`config.mk`:
```
export PLATFORM = sky130hd
export DESIGN_NAME = utf8_byte_decoder_unit
export DESIGN_NICKNAME = d
export VERILOG_FILES = /design/src/utf8d_pkg.sv /design/src/utf8_byte_decoder_unit.sv /design/src/utf8d_step.sv
export VERILOG_INCLUDE_DIRS = /design/src /design/src/src
export SDC_FILE = /design/constraint.sdc
export NUM_CORES = 1
export LEC_CHECK = 0
export BUFFER_PORTS_ARGS = -buffer_cell sky130_fd_sc_hd__buf_4
export CORE_MARGIN = 3
export CORE_UTILIZATION = 35
export CTS_BUF_LIST = sky130_fd_sc_hd__clkbuf_4
export CTS_CLUSTER_DIAMETER = 100
export DETAILED_ROUTE_END_ITERATION = 16
export SYNTH_ARGS = -nofsm -noshare
export SYNTH_HDL_FRONTEND = slang
export SYNTH_HIERARCHICAL = 1
export SYNTH_SLANG_ARGS = --single-unit
```
`constraint.sdc`:
```
create_clock -name clk -period 8.06 [get_ports clk]
set_input_delay 1.612 -clock clk [delete_from_list [all_inputs] [get_ports clk]]
set_output_delay 1.612 -clock clk [all_outputs]
set_load 0.005 [all_outputs]
```
`src/utf8_byte_decoder_unit_macros.svh`:
```
// Assertion shorthands used by the decoder unit.
`ifndef UTF8_BYTE_DECODER_UNIT_MACROS_SVH
`define UTF8_BYTE_DECODER_UNIT_MACROS_SVH

// Same-cycle implication, disabled while reset is held.
`define U8D_ASSERT_NOW(lbl, clk, rst_n, ante, cons, msg) \
  lbl: assert property (@(posedge clk) disable iff (!rst_n) (ante) |-> (cons)) \
    else $error(msg);

// Next-cycle implication, disabled while reset is held.
`define U8D_ASSERT_NEXT(lbl, clk, rst_n, ante, cons, msg) \
  lbl: assert property (@(posedge clk) disable iff (!rst_n) (ante) |=> (cons)) \
    else $error(msg);

`endif

```
`src/utf8d_pkg.sv`:
```
`timescale 1ns / 1ps

package utf8d_pkg;

  localparam int BYTE_W = 8;
  localparam int CP_W   = 21;
  localparam int LEN_W  = 3;
  localparam int DUE_W  = 2;

  localparam logic [CP_W-1:0]  BAD_CHAR = 21'h00003F;
  localparam logic [LEN_W-1:0] LEN_ONE  = 3'd1;
  localparam logic [LEN_W-1:0] LEN_TWO  = 3'd2;
  localparam logic [LEN_W-1:0] LEN_THREE = 3'd3;
  localparam logic [LEN_W-1:0] LEN_FOUR = 3'd4;

  typedef enum logic [2:0] {
    LEAD_ASCII,
    LEAD_TWO,
    LEAD_THREE,
    LEAD_FOUR,
    LEAD_BAD
  } lead_class_t;

  typedef struct packed {
    logic [DUE_W-1:0] bytes_due;
    logic [CP_W-1:0]  partial_value;
    logic [LEN_W-1:0] sequence_size;
  } dec_state_t;

  typedef struct packed {
    logic             valid;
    logic [CP_W-1:0]  code_point;
    logic             invalid;
    logic [LEN_W-1:0] seq_length;
  } dec_result_t;

  // Sort a byte seen with no sequence open.
  function automatic lead_class_t lead_class(input logic [BYTE_W-1:0] b);
    lead_class_t cls;
    if (b[7] == 1'b0) begin
      cls = LEAD_ASCII;
    end else if (b[7:5] == 3'b110) begin
      cls = LEAD_TWO;
    end else if (b[7:4] == 4'b1110) begin
      cls = LEAD_THREE;
    end else if (b[7:3] == 5'b11110) begin
      cls = LEAD_FOUR;
    end else begin
      cls = LEAD_BAD;
    end
    return cls;
  endfunction

endpackage

```
`src/utf8_byte_decoder_unit.sv`:
```
`timescale 1ns / 1ps

// Channel  | Dir | Ports                        | Beat carries
// ---------+-----+------------------------------+------------------------------------
// in       | in  | in_tvalid/in_tready/in_tdata | one raw byte of the UTF-8 stream
// out      | out | out_tvalid/out_tready/out_*  | one code point, its length, bad flag
//
// A byte is held in the input register, is decoded by the step logic and,
// where it closes a sequence, lands in the output register; one byte is
// taken per cycle when unstalled.
// Bytes that open or extend a sequence advance the state and leave no beat.
// Reset (rst_n low, synchronous) drops any open sequence and empties both
// registers. An output stall backs up through in_tready in the same cycle.

`include "utf8_byte_decoder_unit_macros.svh"

module utf8_byte_decoder_unit (
  input  logic        clk,
  input  logic        rst_n,
  // input channel
  input  logic        in_tvalid,
  output logic        in_tready,
  input  logic [7:0]  in_tdata,   // [7:0] byte_in
  // result channel
  output logic        out_tvalid,
  input  logic        out_tready,
  output logic [23:0] out_tdata,  // [20:0] code_point, [23:21] seq_length
  output logic [0:0]  out_tuser   // [0] invalid
);

  // Input register stage
  logic                          s1_valid_r;
  logic                          s1_valid_nxt;
  logic [utf8d_pkg::BYTE_W-1:0]  s1_byte_r;

  // Sequence state carried between bytes
  utf8d_pkg::dec_state_t         state_r;
  utf8d_pkg::dec_state_t         state_nxt;

  // Output register
  logic                          out_valid_r;
  logic                          out_valid_nxt;
  utf8d_pkg::dec_result_t        out_res_r;
  utf8d_pkg::dec_result_t        step_res;

  logic out_free;
  logic s1_fire;
  logic in_fire;

  // Terms for the checks at the end
  logic res_bad;
  logic res_ascii;
  logic bad_shape_ok;
  logic len_ok;
  logic ascii_ok;
  logic seq_open;
  logic state_ok;
  logic lead_quiet;

  // The output slot is free when empty or drained this cycle.
  assign out_free  = !out_valid_r || out_tready;
  assign s1_fire   = s1_valid_r && out_free;
  assign in_tready = !s1_valid_r || s1_fire;
  assign in_fire   = in_tvalid && in_tready;

  utf8d_step u_step (
    .byte_i  (s1_byte_r),
    .state_i (state_r),
    .state_o (state_nxt),
    .res_o   (step_res)
  );

  // Hold the input stage until the step can retire it.
  always_comb begin
    s1_valid_nxt = s1_valid_r;
    if (in_fire) begin
      s1_valid_nxt = 1'b1;
    end else if (s1_fire) begin
      s1_valid_nxt = 1'b0;
    end
  end

  // Load a result when the step yields one, drop the beat once taken.
  always_comb begin
    out_valid_nxt = out_valid_r;
    if (s1_fire) begin
      out_valid_nxt = step_res.valid;
    end else if (out_tready) begin
      out_valid_nxt = 1'b0;
    end
  end

  always_ff @(posedge clk) begin
    if (!rst_n) begin
      s1_valid_r  <= 1'b0;
      out_valid_r <= 1'b0;
      state_r     <= '0;
    end else begin
      s1_valid_r  <= s1_valid_nxt;
      out_valid_r <= out_valid_nxt;
      if (s1_fire) begin
        state_r <= state_nxt;
      end
    end
  end

  // Payload registers: no reset needed.
  always_ff @(posedge clk) begin
    if (in_fire) begin
      s1_byte_r <= in_tdata;
    end
    if (s1_fire && step_res.valid) begin
      out_res_r <= step_res;
    end
  end

  assign out_tvalid = out_valid_r;
  assign out_tdata  = {out_res_r.seq_length, out_res_r.code_point};
  assign out_tuser  = out_res_r.invalid;

  assign res_bad      = out_valid_r && out_res_r.invalid;
  assign res_ascii    = out_valid_r && !out_res_r.invalid
                        && (out_res_r.seq_length == utf8d_pkg::LEN_ONE);
  assign bad_shape_ok = (out_res_r.code_point == utf8d_pkg::BAD_CHAR)
                        && (out_res_r.seq_length == utf8d_pkg::LEN_ONE);
  assign len_ok       = (out_res_r.seq_length == utf8d_pkg::LEN_ONE)
                        || (out_res_r.seq_length == utf8d_pkg::LEN_TWO)
                        || (out_res_r.seq_length == utf8d_pkg::LEN_THREE)
                        || (out_res_r.seq_length == utf8d_pkg::LEN_FOUR);
  assign ascii_ok     = (out_res_r.code_point[20:7] == '0);
  assign seq_open     = (state_r.bytes_due != '0);
  assign state_ok     = ({1'b0, state_r.bytes_due} < state_r.sequence_size);
  assign lead_quiet   = s1_fire && !step_res.valid && (state_r.bytes_due == '0);

  // A bad byte always comes out as a one-byte question mark.
  `U8D_ASSERT_NOW(a_bad_is_qmark, clk, rst_n, res_bad, bad_shape_ok, "bad byte result malformed")

  // Lengths stay within one to four bytes.
  `U8D_ASSERT_NOW(a_len_range, clk, rst_n, out_valid_r, len_ok, "sequence length out of range")

  // A valid one-byte code point is plain ASCII.
  `U8D_ASSERT_NOW(a_ascii_range, clk, rst_n, res_ascii, ascii_ok, "one-byte code point above ASCII")

  // An open sequence always has a size larger than the bytes still due.
  `U8D_ASSERT_NOW(a_state_consistent, clk, rst_n, seq_open, state_ok, "sequence size below bytes due")

  // A lead byte that gives no result must leave a sequence open.
  `U8D_ASSERT_NEXT(a_lead_opens, clk, rst_n, lead_quiet, seq_open, "lead byte did not open a sequence")

endmodule

```
`src/utf8d_step.sv`:
```
`timescale 1ns / 1ps

// One decode step: next sequence state and the result, if any, for one byte.
module utf8d_step (
  input  logic [utf8d_pkg::BYTE_W-1:0] byte_i,
  input  utf8d_pkg::dec_state_t        state_i,
  output utf8d_pkg::dec_state_t        state_o,
  output utf8d_pkg::dec_result_t       res_o
);

  logic [utf8d_pkg::DUE_W-1:0] due_dec;
  logic [utf8d_pkg::CP_W-1:0]  payload;
  logic [utf8d_pkg::CP_W-1:0]  merged;

  // Place the low six bits by how many bytes remain after this one.
  assign due_dec = state_i.bytes_due - 2'd1;

  always_comb begin
    case (due_dec)
      2'd0:    payload = {15'd0, byte_i[5:0]};
      2'd1:    payload = {9'd0, byte_i[5:0], 6'd0};
      2'd2:    payload = {3'd0, byte_i[5:0], 12'd0};
      default: payload = '0;
    endcase
  end

  assign merged = state_i.partial_value | payload;

  always_comb begin
    state_o = state_i;
    res_o   = '0;
    if (state_i.bytes_due != '0) begin
      if (due_dec == '0) begin
        res_o.valid      = 1'b1;
        res_o.code_point = merged;
        res_o.seq_length = state_i.sequence_size;
        state_o          = '0;
      end else begin
        state_o.bytes_due     = due_dec;
        state_o.partial_value = merged;
      end
    end else begin
      unique case (utf8d_pkg::lead_class(byte_i))
        utf8d_pkg::LEAD_ASCII: begin
          res_o.valid      = 1'b1;
          res_o.code_point = {13'd0, byte_i};
          res_o.seq_length = utf8d_pkg::LEN_ONE;
        end
        utf8d_pkg::LEAD_TWO: begin
          state_o.bytes_due     = 2'd1;
          state_o.partial_value = {10'd0, byte_i[4:0], 6'd0};
          state_o.sequence_size = utf8d_pkg::LEN_TWO;
        end
        utf8d_pkg::LEAD_THREE: begin
          state_o.bytes_due     = 2'd2;
          state_o.partial_value = {5'd0, byte_i[3:0], 12'd0};
          state_o.sequence_size = utf8d_pkg::LEN_THREE;
        end
        utf8d_pkg::LEAD_FOUR: begin
          state_o.bytes_due     = 2'd3;
          state_o.partial_value = {byte_i[2:0], 18'd0};
          state_o.sequence_size = utf8d_pkg::LEN_FOUR;
        end
        default: begin
          res_o.valid      = 1'b1;
          res_o.code_point = utf8d_pkg::BAD_CHAR;
          res_o.invalid    = 1'b1;
          res_o.seq_length = utf8d_pkg::LEN_ONE;
        end
      endcase
    end
  end

endmodule

```
* Word level (Yosys, flattened, before mapping) *
Index checks and enable logic that the tools add are counted.

storage, ports and cells
  word-level logic and storage cells = 58
  memories kept = 0
  bits in writable memories = 0
  latch bits = 0
  memory bits (read-only) = 0
  flip-flop bits (word level) = 61

cells by class
  magnitude comparators = 0
  bitwise operators = 1
  add/sub/neg operators = 1
  muxes and demuxes = 21
  eq/ne operators = 9
  reduce and logical (&&, ||, !) cells = 17
  multiply operators = 0
  div/mod/pow operators = 0
  shift-type cells = 0

operators with widths
  cell                                                                   number
  26-bit case mux with 3 select lines                                    1
  18-bit case mux with 3 select lines                                    1
  22-bit two-way mux                                                     2
  22-bit case mux with 2 select lines                                    1
  26-bit two-way mux                                                     1
  3-bit two-way mux                                                      8
  23-bit two-way mux                                                     1
  21-bit by 18-bit OR with 21-bit output                                 1
  3-bit by 2-bit equality test with 1-bit output, second input constant  2
  1-bit two-way mux                                                      6
  2-bit nonzero test                                                     3
  5-bit equality test, second input constant                             1
  4-bit equality test, second input constant                             1
  4-bit nonzero test                                                     1
  4-bit OR reduction                                                     1
  3-bit by 1-bit equality test with 1-bit output, second input constant  1
  3-bit equality test, second input constant                             1
  1-bit logical AND                                                      3
  3-bit zero test                                                        1
  3-bit AND reduction                                                    1
  3-bit OR reduction                                                     1
  2-bit by 1-bit equality test with 1-bit output, second input constant  1
  2-bit equality test, second input constant                             1
  1-bit zero test                                                        2
  other kinds (5)                                                        6

* Logic depth before layout (Yosys ltp) *
Gate-level depths: netlist of the first run.

  depth in word-level cells = 11
  depth in mapped cells = 10
  gate-level depth less buffers = 7

* Hierarchy *
The synthesis of the first run kept the hierarchy.

by module, submodules not included
  module                  times used  area each (um^2)  cells each  seq. area each (um^2)
  utf8_byte_decoder_unit  1           2127.0            158         1551.5
  utf8d_step              1           863.3             139         0.0

* Worst setup path after synthesis of the first run *
No wires, ideal clock.

  path type = in2out
  start point = input port out_tready
  end point = output port in_tready
  path slack = 4.624 ns
  data arrival time = 1.824 ns
  path buffers = 0
  cell stages on the path = 2
  required time = 6.448 ns
  cells stage by stage = nor2b_4 nand2_1

between the ends
  cells in the longest elaborated chain, start to end = 3

ends and longest elaborated chain
  element            RTL line                      text
  from (decl)        utf8_byte_decoder_unit.sv:26  input logic out_tready,
  1-bit logical OR   utf8_byte_decoder_unit.sv:61  assign out_free = !out_valid_r || out_tready;
  1-bit logical AND  utf8_byte_decoder_unit.sv:62  assign s1_fire = s1_valid_r && out_free;
  1-bit logical OR   utf8_byte_decoder_unit.sv:63  assign in_tready = !s1_valid_r || s1_fire;
  to (decl)          utf8_byte_decoder_unit.sv:22  output logic in_tready,

Every way passes these cells.

* Final worst setup path of the first run *
Ends and elaborated chain as after synthesis.

==> results of run 1 <==
==> kinds of logic (layout without fill, tap and decap cells) <==
family	after synthesis	after routing	share of synthesized area [%]
DFF	61	61	51.88
buffers and inverters	30	66	5.648
adders and majority gates	4	4	1.674
and+or+nand+nor	106	106	16.19
muxes	27	27	9.038
AOI/OAI and AO/OA	69	69	15.57
==> worst register-to-register path, cell delays in order (launching register included) <==
cell and delay, ps:
dfxtp_1 370, inv_1 120, ha_1 800, nand3_1 350
o22ai_1 420, inv_1 100, nand2_1 90, nor2_2 30
buf_4 240
==> through the flow <==
step	power, W	setup slack (ps)	instance area, sq um
after floorplan	0.0004051	4624	2990
final	0.0006586	4324	3446
after global routing	0.0006885	4283	3446
after global placement	0.0004310	4353	3293
after detailed placement	0.0004327	4322	3293
after CTS	0.0006658	4319	3446
==> state kept, by name, indices dropped and copies added, names as in the netlist <==
| register | cells |
|---|---|
| s1_valid_r | 1 |
| out_tdata | 24 |
| out_tvalid | 1 |
| out_tuser | 1 |
| state_r | 26 |
| s1_byte_r | 8 |
==> power groups by stage <==
stage	logic [W]	clock network, W	registers, W
2_1_floorplan	0.0000505	0	0.000355
3_3_place_gp	0.0000729	0	0.000358
3_5_place_dp	0.0000742	0	0.000358
4_1_cts	0.0000742	0.000240	0.000351
5_1_grt	0.0000807	0.000254	0.000353
6_report	0.0000737	0.000234	0.000351
==> Yosys cell counts (3+ instances only) <==
| library cell | number |
|---|---|
| nor2_1 | 14 |
| buf_6 | 6 |
| o21ai_0 | 12 |
| nor3_1 | 3 |
| nand2_1 | 62 |
| ha_1 | 4 |
| edfxtp_1 | 33 |
| inv_1 | 9 |
| o32ai_2 | 3 |
| o22ai_1 | 3 |
| a21oi_1 | 32 |
| mux2i_1 | 27 |
| clkbuf_1 | 6 |
| a22o_1 | 9 |
| nor2b_1 | 3 |
| buf_2 | 6 |
| dfxtp_1 | 28 |
| and2_1 | 13 |
==> worst min path at each step <==
stage / slack, ps / from / endpoint
global route: 500 / state_r[5] / state_r[5]
finish: 470 / state_r[0] / state_r[0]
CTS: 480 / state_r[0] / state_r[0]
global placement: 450 / state_r[8] / state_r[8]
floorplan: 440 / state_r[7] / state_r[7]
detailed placement: 460 / state_r[7] / state_r[7]
==> area by class of cell <==
type / instances / area, sq um / share of cell area (%)
flip-flops and latches: 61 / 1551 / 45.03
multi-input cells: 206 / 1272 / 36.93
repair buffers: 40 / 300.3 / 8.715
well taps: 105 / 131.4 / 3.813
clock inverters: 6 / 77.57 / 2.251
clock buffers: 10 / 75.07 / 2.179
inverters: 10 / 37.54 / 1.089
==> metal layers <==
metal | track usage (%) | up-vias
met2 | 22.57 | 50
met3 | 3.255 | 7
met5 | 0 | -
li1 | - | 1106
met4 | 6.303 | 0
met1 | 18.27 | 1053
==> results.ini, run 1 <==
[status]
status=finished clean

[synth]
synth_edf_count=33
synth_top_cell_area_share_pct=33.14
synth.distinct_cells=37
ys_warn_count=6
yosys.area.top_type=edfxtp_1
synth-seq-area-share_pct=51.88
synthArstFlopShare_pct=0
ys_ff_latch=61
syn_inst=297
synth.net_count=313
avgSynthCellArea_sq_um=10.07
syn_area_sq_um=2990
synthFlopType=edfxtp_1
synth_area_leaders=edfxtp_1, dfxtp_1, mux2i_1

[worst_setup_path]
cpPeakStageDelay_ps=160
cpMaxStageDelayCell=nor2b_4
path_delay_family=buffers and inverters
r2r_cells=8
worst_ep_required_time_ps=6450
cp_num_buf_inv=2
crit_start=out_tready
critPathCaptureType=output port
worst-path-stages=4
worstPathMaxFanout=5
cp-start-kind=primary input
r2r_end=out_tdata[17]
cp-endpoint=in_tready
crit_chain=buf_4, nor2b_4, nand2_1, buf_4
timing.rr.start=state_r[24]
r2r_setup_slack_ps=5240
critical_path_class=primary input to output port
cp_common_cell=buf_4
arrival_ps=2120

[detailed_routing]
vias=2216
m1WireLength_microns=2966
drt-initial-drc-count=113
route.detailed.drc=0
vias_per_cell=5.059
wl_per_cell_microns=14.97
wl_met2_microns=3199
antenna_left=0
wl_met3_microns=318
top_layer=met4
firstDrtPassIters=4
routed_wl_microns=6558

[cells_and_area]
antenna_cells=0
final_common_cell=nand2_1
drive_gt1_share_pct=19.82
stdcell_count=438
nNetsFinal=344
final_cell_mix=nand2_1, buf_4, edfxtp_1, a21oi_1, dfxtp_1
final_util_pct=41.73
syn_to_final_growth_pct=15.23
fillers=828

[hold_path]
hold-path-cell-count=2
min_path_type=flip-flop to flip-flop

[place]
placedCellCount=422
gp_congestion=0.7913
port_buffers=38
hpwl_microns=4155

[power]
sequentialPowerShare_pct=53.3
peakVddDrop_mv=0.07471
power.switching_w=0.0001612
cellLeakagePower_nw=1.263
intPower_w=0.0004975
power_frac_comb_pct=11.2
p_per_area_nw_per_um2=191.1
switching_share_pct=24.47
clkPwrFrac_pct=35.5

[timing]
fin_crit_ps=3736
max_slew.worst_pin.slew_ps=948.5
slew_headroom_pct=36.77
whs_ps=473.1
rsz0062_at_grt=false
timing.setup.tns_ps=0
setup_viol=0
skew_ps=14.04
hold_viol=0
fmax_mhz=267.7
slew_violations=0
min_period_over_period_pct=46.35

[floorplanning]
rows=33
pin_count=39
die-area_sq_um=9689
core-area_sq_um=8258
die_x_microns=98.44
die_y_microns=98.44
initial_core_util_pct=36.21

[global_route]
grt_pass1_wl_microns=10780
antenna_found_initial=0
grt_usage_pct=14.10
overflow=0
grt_pass1_vias=2153
grt_start_max_net_pins=55

[cts]
h-tree-depth=3
cts_tree=built
clk_latency_ps=400
ctsLongestPathBuffers=2
cts_resized=0
path_clk_slew_ps=90
postCtsSetupBuffers=0
cts_hold_buf=0
cts_buffers=9
cts_sinks=61
root_buffer=clkbuf_4

[flow_run]
drv_cap=0

Power figures use the tool's default switching activity.
==> inputs of run 2 (changes only) <==
Clock period 8.06 ns to 3.9 ns, I/O delays scaled along.
==> run 2 against run 1 <==
  * Clock power up 110%
  * First-iteration DRC count is 8.8% lower
  * Via count is 1.0% higher
  * Die area unchanged
  * Non-clock buffer count did not move
  * Clock-buffer cell count grew 1
  * Worst hold slack improved by 3.0 ps
  * Critical path type is now flip-flop to flip-flop
  * Clock skew down 4.1 ps
  * Final cell count unchanged
  * Core utilization increased by 0.061 points
  * Cell area is 0.15% higher
  * Combinational power is 100% higher
==> results.ini, run 2 (synthesis results as in run 1) <==
[power]
total_power_w=0.001373  ; +110%
power_frac_comb_pct=11.0  ; -0.2 points
clkPwrFrac_pct=36.1  ; +0.6 points
switching_share_pct=24.43  ; -0.043 points
peakVddDrop_mv=0.1686  ; +130%
sequentialPowerShare_pct=52.9  ; -0.4 points
p_per_area_nw_per_um2=397.8  ; +110%
cellLeakagePower_nw=1.260  ; -0.24%
intPower_w=0.001038  ; +110%
power.switching_w=0.0003353  ; +110%

[global_route]
grt_pass1_vias=2195  ; +2.0%
grt_usage_pct=14.42  ; +0.31 points
grt_pass1_wl_microns=11060  ; +2.6%
antenna_found_initial=0  ; unchanged
overflow=0  ; unchanged
grt_start_max_net_pins=55  ; unchanged

[cells_and_area]
nNetsFinal=344  ; unchanged
final_common_cell=nand2_1
stdcell_count=438  ; unchanged
fillers=841  ; +1.6%
drive_gt1_share_pct=19.82  ; unchanged
antenna_cells=0  ; unchanged
regArea_sq_um=1551  ; unchanged
syn_to_final_growth_pct=15.40
largest_reg_flops=26  ; unchanged
top_register=state_r
stdcell_area_sq_um=3451  ; +0.15%
multi_input_area_sq_um=1272  ; unchanged
final_cell_mix=nand2_1, buf_4, edfxtp_1, a21oi_1, dfxtp_1

[timing]
max_slew.worst_pin.slew_ps=910.8  ; -37.72 ps
slew_headroom_pct=39.28  ; +2.5 points
fin_crit_ps=3015
hold_viol=0  ; unchanged
fin_ws_ps=884.5  ; -3439 ps
skew_ps=9.931  ; -4.104 ps
timing.setup.tns_ps=0  ; unchanged
fmax_mhz=331.6
rsz0062_at_grt=false
min_period_over_period_pct=77.32
setup_viol=0  ; unchanged
slew_violations=0  ; unchanged

[cts]
path_clk_slew_ps=100  ; about the same
root_buffer=clkbuf_4
ctsLongestPathBuffers=2  ; unchanged
clk_latency_ps=410  ; about the same
h-tree-depth=3  ; unchanged
cts_sinks=61  ; unchanged
cts_hold_buf=0  ; unchanged
cts_buffers=9  ; unchanged
cts_tree=built
cts_resized=0  ; unchanged
postCtsSetupBuffers=0  ; unchanged

[floorplanning]
core-area_sq_um=8258  ; unchanged
die-area_sq_um=9689  ; unchanged
initial_core_util_pct=36.21  ; unchanged
die_y_microns=98.44  ; unchanged
rows=33  ; unchanged
die_x_microns=98.44  ; unchanged
pin_count=39  ; unchanged

[worst_setup_path]
worst_ep_required_time_ps=4010  ; -2440 ps
r2r_setup_slack_ps=880  ; -4360 ps
cp-start-kind=flip-flop
timing.rr.start=state_r[24]
critPathCaptureType=flip-flop
critical_path_class=flip-flop to flip-flop
r2r_end=out_tdata[17]
r2r_cells=7  ; -1
arrival_ps=3120  ; +1000 ps
worstPathMaxFanout=27  ; +22

[place]
dp_slack_ps=898.5  ; -3423 ps
placedCellCount=422  ; unchanged
hpwl_microns=4373  ; +5.2%
placed_area_sq_um=3293  ; unchanged
port_buffers=38  ; unchanged
gp_congestion=0.8025  ; +1.4%

[detailed_routing]
vias=2239  ; +1.0%
route.detailed.drc=0  ; unchanged
antenna_left=0  ; unchanged
drt-initial-drc-count=103  ; -8.8%
firstDrtPassIters=4  ; unchanged
vias_per_cell=5.112  ; +1.0%
routed_wl_microns=6641  ; +1.3%
wl_per_cell_microns=15.16  ; +1.3%

[flow_run]
drv_cap=0  ; unchanged

[hold_path]
hold_start=state_r[8]
min_path_type=flip-flop to flip-flop
holdPathEnd=state_r[8]
hold-path-cell-count=2  ; unchanged

[status]
status=finished clean

run 2: cell count changes in the layout (fill, tap and decap cells not counted), sizes merged:
cell	before	now
clkinv	4	2
clkbuf	10	11
clkinvlp	0	1
run 2: worst max-delay path by stage:
stage,from,endpoint,slack [ps],depth (start not counted)
after floorplan,state_r[24],out_tdata[0],1220,8
after global placement,state_r[24],out_tdata[17],1070,7
after detailed placement,state_r[24],out_tdata[13],900,7
after CTS,state_r[24],out_tdata[6],860,7
after global routing,state_r[24],out_tdata[11],560,7
final,state_r[24],out_tdata[17],880,7
run 2: final cells by class:
class / count / area share (%)
Sequential cell: 61 / 44.96
Clock inverter: 5 / 2.175
Inverter: 10 / 1.088
Multi-Input combinational cell: 206 / 36.87
Timing Repair Buffer: 40 / 8.702
Clock buffer: 11 / 2.393
Tap cell: 105 / 3.807
run 2: per-stage QoR:
stage / util [%] / hold WS [ps]
after floorplan: - / 439.6
after global placement: 39.88 / 449.8
after CTS: 41.79 / 473.6
after detailed placement: 39.88 / 458.5
after global routing: 41.79 / 498.0
final: 41.79 / 476.1
run 2: power by group through the flow:
stage | Clock [W] | Sequential [W] | Combinational (W)
floorplan | 0 | 0.000733 | 0.000104
finish | 0.000495 | 0.000726 | 0.000151
global route | 0.000535 | 0.000731 | 0.000169
detailed placement | 0 | 0.000741 | 0.000154
global placement | 0 | 0.000741 | 0.000150
CTS | 0.000509 | 0.000727 | 0.000153
run 2: routing by layer:
metal,GRT usage (%),vias up,share of wire (%)
li1,-,1109,-
met1,19.01,1067,46
met2,22.78,55,48
met3,3.043,8,5.2
met4,6.618,0,1.3
met5,0,-,0
run 2: worst max-delay path, cell delays in order (launching register included):
cell,delay (ps)
dfxtp_1,370
inv_1,130
ha_1,770
o22ai_1,290
inv_1,140
nand2_1,70
nor2_2,580
buf_4,350
==> inputs of run 3 (changes only) <==
Settings changed: ABC_AREA set to 1.
Clock period 3.9 ns to 2.68 ns, I/O delays scaled along.
==> run 3 against run 2 <==
  * Core utilization grew 0.25 points
  * Worst hold slack lost 190 ps
  * Flip-flop and latch count is the same
  * Sequential power grew 52%
  * Global-route usage grew 1.1 points
  * First-iteration DRC count grew 140%
  * Combinational power grew to 2.5 times the previous value
  * Die area grew 10%
  * Critical endpoint is now out_tdata[11]
  * Clock-buffer cell count shrank 1
==> results.ini, run 3 <==
[status]
status=finished clean

[cts]
cts_sinks=61  ; unchanged
cts_buffers=9  ; unchanged
cts_tree=built
cts_hold_buf=0  ; unchanged
ctsLongestPathBuffers=2  ; unchanged
postCtsSetupBuffers=0  ; unchanged
h-tree-depth=3  ; unchanged
cts_resized=0  ; unchanged
root_buffer=clkbuf_4
path_clk_slew_ps=100  ; about the same
clk_latency_ps=420  ; about the same

[worst_setup_path]
r2r_cells=8  ; +1
critPathCaptureType=flip-flop
r2r_setup_slack_ps=490  ; -390 ps
cp-start-kind=flip-flop
timing.rr.start=state_r[24]
worst_ep_required_time_ps=2800  ; -1210 ps
r2r_end=out_tdata[11]
arrival_ps=2310  ; -810 ps
worstPathMaxFanout=24  ; -11%
critical_path_class=flip-flop to flip-flop

[global_route]
grt_usage_pct=15.48  ; +1.1 points
antenna_found_initial=0  ; unchanged
grt_pass1_wl_microns=12680  ; +15%
grt_pass1_vias=2561  ; +17%
grt_start_max_net_pins=30  ; -45%
overflow=0  ; unchanged

[synth]
synth_common_cells=nand2_1, nor2_1, inv_1
synth_top_cell_area_share_pct=29.81  ; -3.3 points
synth.distinct_cells=25  ; -32%
synth_area_leaders=edfxtp_1, dfxtp_1, nand2_1
syn_area_sq_um=3324  ; +11%
synthArstFlopShare_pct=0  ; unchanged
synth.net_count=448  ; +43%
synthFlopType=edfxtp_1
syn_inst=432  ; +45%
ys_warn_count=6  ; unchanged
avgSynthCellArea_sq_um=7.695  ; -24%
ys_ff_latch=61  ; unchanged
post-synth-top-count-cell=nand2_1
yosys.area.top_type=edfxtp_1
synth_edf_count=33  ; unchanged
synth-seq-area-share_pct=46.67  ; -5.2 points

[cells_and_area]
syn_to_final_growth_pct=13.51
drive_gt1_share_pct=18.01  ; -1.8 points
largest_reg_flops=26  ; unchanged
stdcell_area_sq_um=3774  ; +9.4%
antenna_cells=0  ; unchanged
nNetsFinal=483  ; +40%
top_register=state_r
final_common_cell=nand2_1
final_cell_mix=nand2_1, nor2_1, inv_1, buf_4, nand3_1

[timing]
timing.setup.tns_ps=0  ; unchanged
fmax_mhz=457.2  ; +38%
setup_viol=0  ; unchanged
skew_ps=12.00  ; +2.071 ps
slew_headroom_pct=62.38  ; +23 points
max_slew.worst_pin.slew_ps=564.3  ; -346.4 ps
min_period_over_period_pct=81.62  ; +4.3 points
fin_crit_ps=2187  ; -828.0 ps
slew_violations=0  ; unchanged
rsz0062_at_grt=false
hold_viol=0  ; unchanged

[detailed_routing]
vias_per_cell=4.833  ; -5.5%
top_layer=met4
firstDrtPassIters=6  ; +2
routed_wl_microns=7760  ; +17%
vias=2890  ; +29%
antenna_left=0  ; unchanged
wl_met2_microns=3258  ; +3.0%
wl_per_cell_microns=12.98  ; -14%
drt-initial-drc-count=250  ; +140%
m1WireLength_microns=3843  ; +26%
route.detailed.drc=0  ; unchanged
wl_met3_microns=489  ; +41%

[place]
hpwl_microns=5584  ; +28%
port_buffers=38  ; unchanged
placed_area_sq_um=3669  ; +11%
gp_congestion=0.9269  ; +16%

[floorplanning]
die-area_sq_um=10700  ; +10%
die_x_microns=103.5  ; +5.1%
initial_core_util_pct=37.04  ; +0.82 points
core-area_sq_um=8976  ; +8.7%
pin_count=39  ; unchanged
die_y_microns=103.5  ; +5.1%
rows=34  ; +3.0%

[power]
cellLeakagePower_nw=1.614  ; +28%
peakVddDrop_mv=0.1990  ; +18%
p_per_area_nw_per_um2=528.7  ; +33%

[hold_path]
hold_start=in_tdata[1]
holdPathEnd=s1_byte_r[1]
min_path_type=primary input to flip-flop
hold-path-cell-count=1  ; -1

[flow_run]
drv_cap=0  ; unchanged

## run 3: cell count changes in the layout (fill, tap and decap cells not counted), sizes merged, moves of 9 or more
| cell | previous run | this run |
|---|---|---|
| nand2 | 63 | 104 |
| and2 | 13 | 0 |
| inv | 10 | 58 |
| nand3 | 2 | 45 |
| nor2 | 15 | 73 |
| mux2i | 27 | 0 |
| a22o | 9 | 0 |
## run 3: per-stage QoR
stage / worst slack (ps) / cells / utilization, % / power, W / hold WS [ps]
2_1_floorplan: 284.6 / 432 / - / 0.001383 / 468.0
3_3_place_gp: 580.5 / 582 / 40.87 / 0.001497 / 493.8
3_5_place_dp: 511.6 / 582 / 40.87 / 0.001503 / 504.1
4_1_cts: 499.6 / 598 / 42.04 / 0.002012 / 272.2
5_1_grt: 312.8 / 598 / 42.04 / 0.002114 / 263.5
6_report: 492.6 / 598 / 42.04 / 0.001995 / 283.9
## run 3: cells by family (layout without fill, tap and decap cells)
group           Yosys count  after routing  synth area share, %
fa+ha+maj                 4              4                1.506
flops                    61             61                46.67
simple gates            233            233                30.90
compound gates           53             53                8.882
buf+inv                  81            121                12.04
## run 3: area by class of cell
class,count,area (sq um)
Clock inverter,6,30.03
Multi-Input combinational cell,290,1375
Inverter,58,217.7
Timing Repair Buffer,47,365.4
Tap cell,126,157.7
Sequential cell,61,1553
Fill cell,906,5202
Clock buffer,10,75.07
## run 3: worst max path at each step
| stage | endpoint | slack, ps | start | cells past startpoint |
|---|---|---|---|---|
| 2_1_floorplan | out_tdata[0] | 280 | state_r[24] | 9 |
| 3_3_place_gp | out_tdata[18] | 580 | state_r[24] | 8 |
| 3_5_place_dp | out_tdata[18] | 510 | state_r[24] | 8 |
| 4_1_cts | out_tdata[11] | 500 | state_r[24] | 8 |
| 5_1_grt | state_r[15] | 310 | state_r[24] | 11 |
| 6_report | out_tdata[11] | 490 | state_r[24] | 8 |
## run 3: routing by layer
layer  GRT usage (%)  vias up
li1                -     1462
met1           22.02     1308
met2           22.40      106
met3           3.286       14
met4           7.171        0
met5               0        -
## run 3: worst max-delay path, cell delays in order, from the launching register on
cell and delay, ps:
dfxtp_1 430, inv_1 100, ha_1 410, nor2_4 270
inv_2 160, nand2_1 100, inv_1 50, nor2_2 170
buf_12 200
## run 3: power breakdown
part           internal (W)  switching, W  leakage, nW  total (W)
Combinational      0.000147      0.000235         1.02   0.000382
Clock              0.000190      0.000321       0.0610   0.000511
Sequential          0.00105     0.0000504        0.530    0.00110
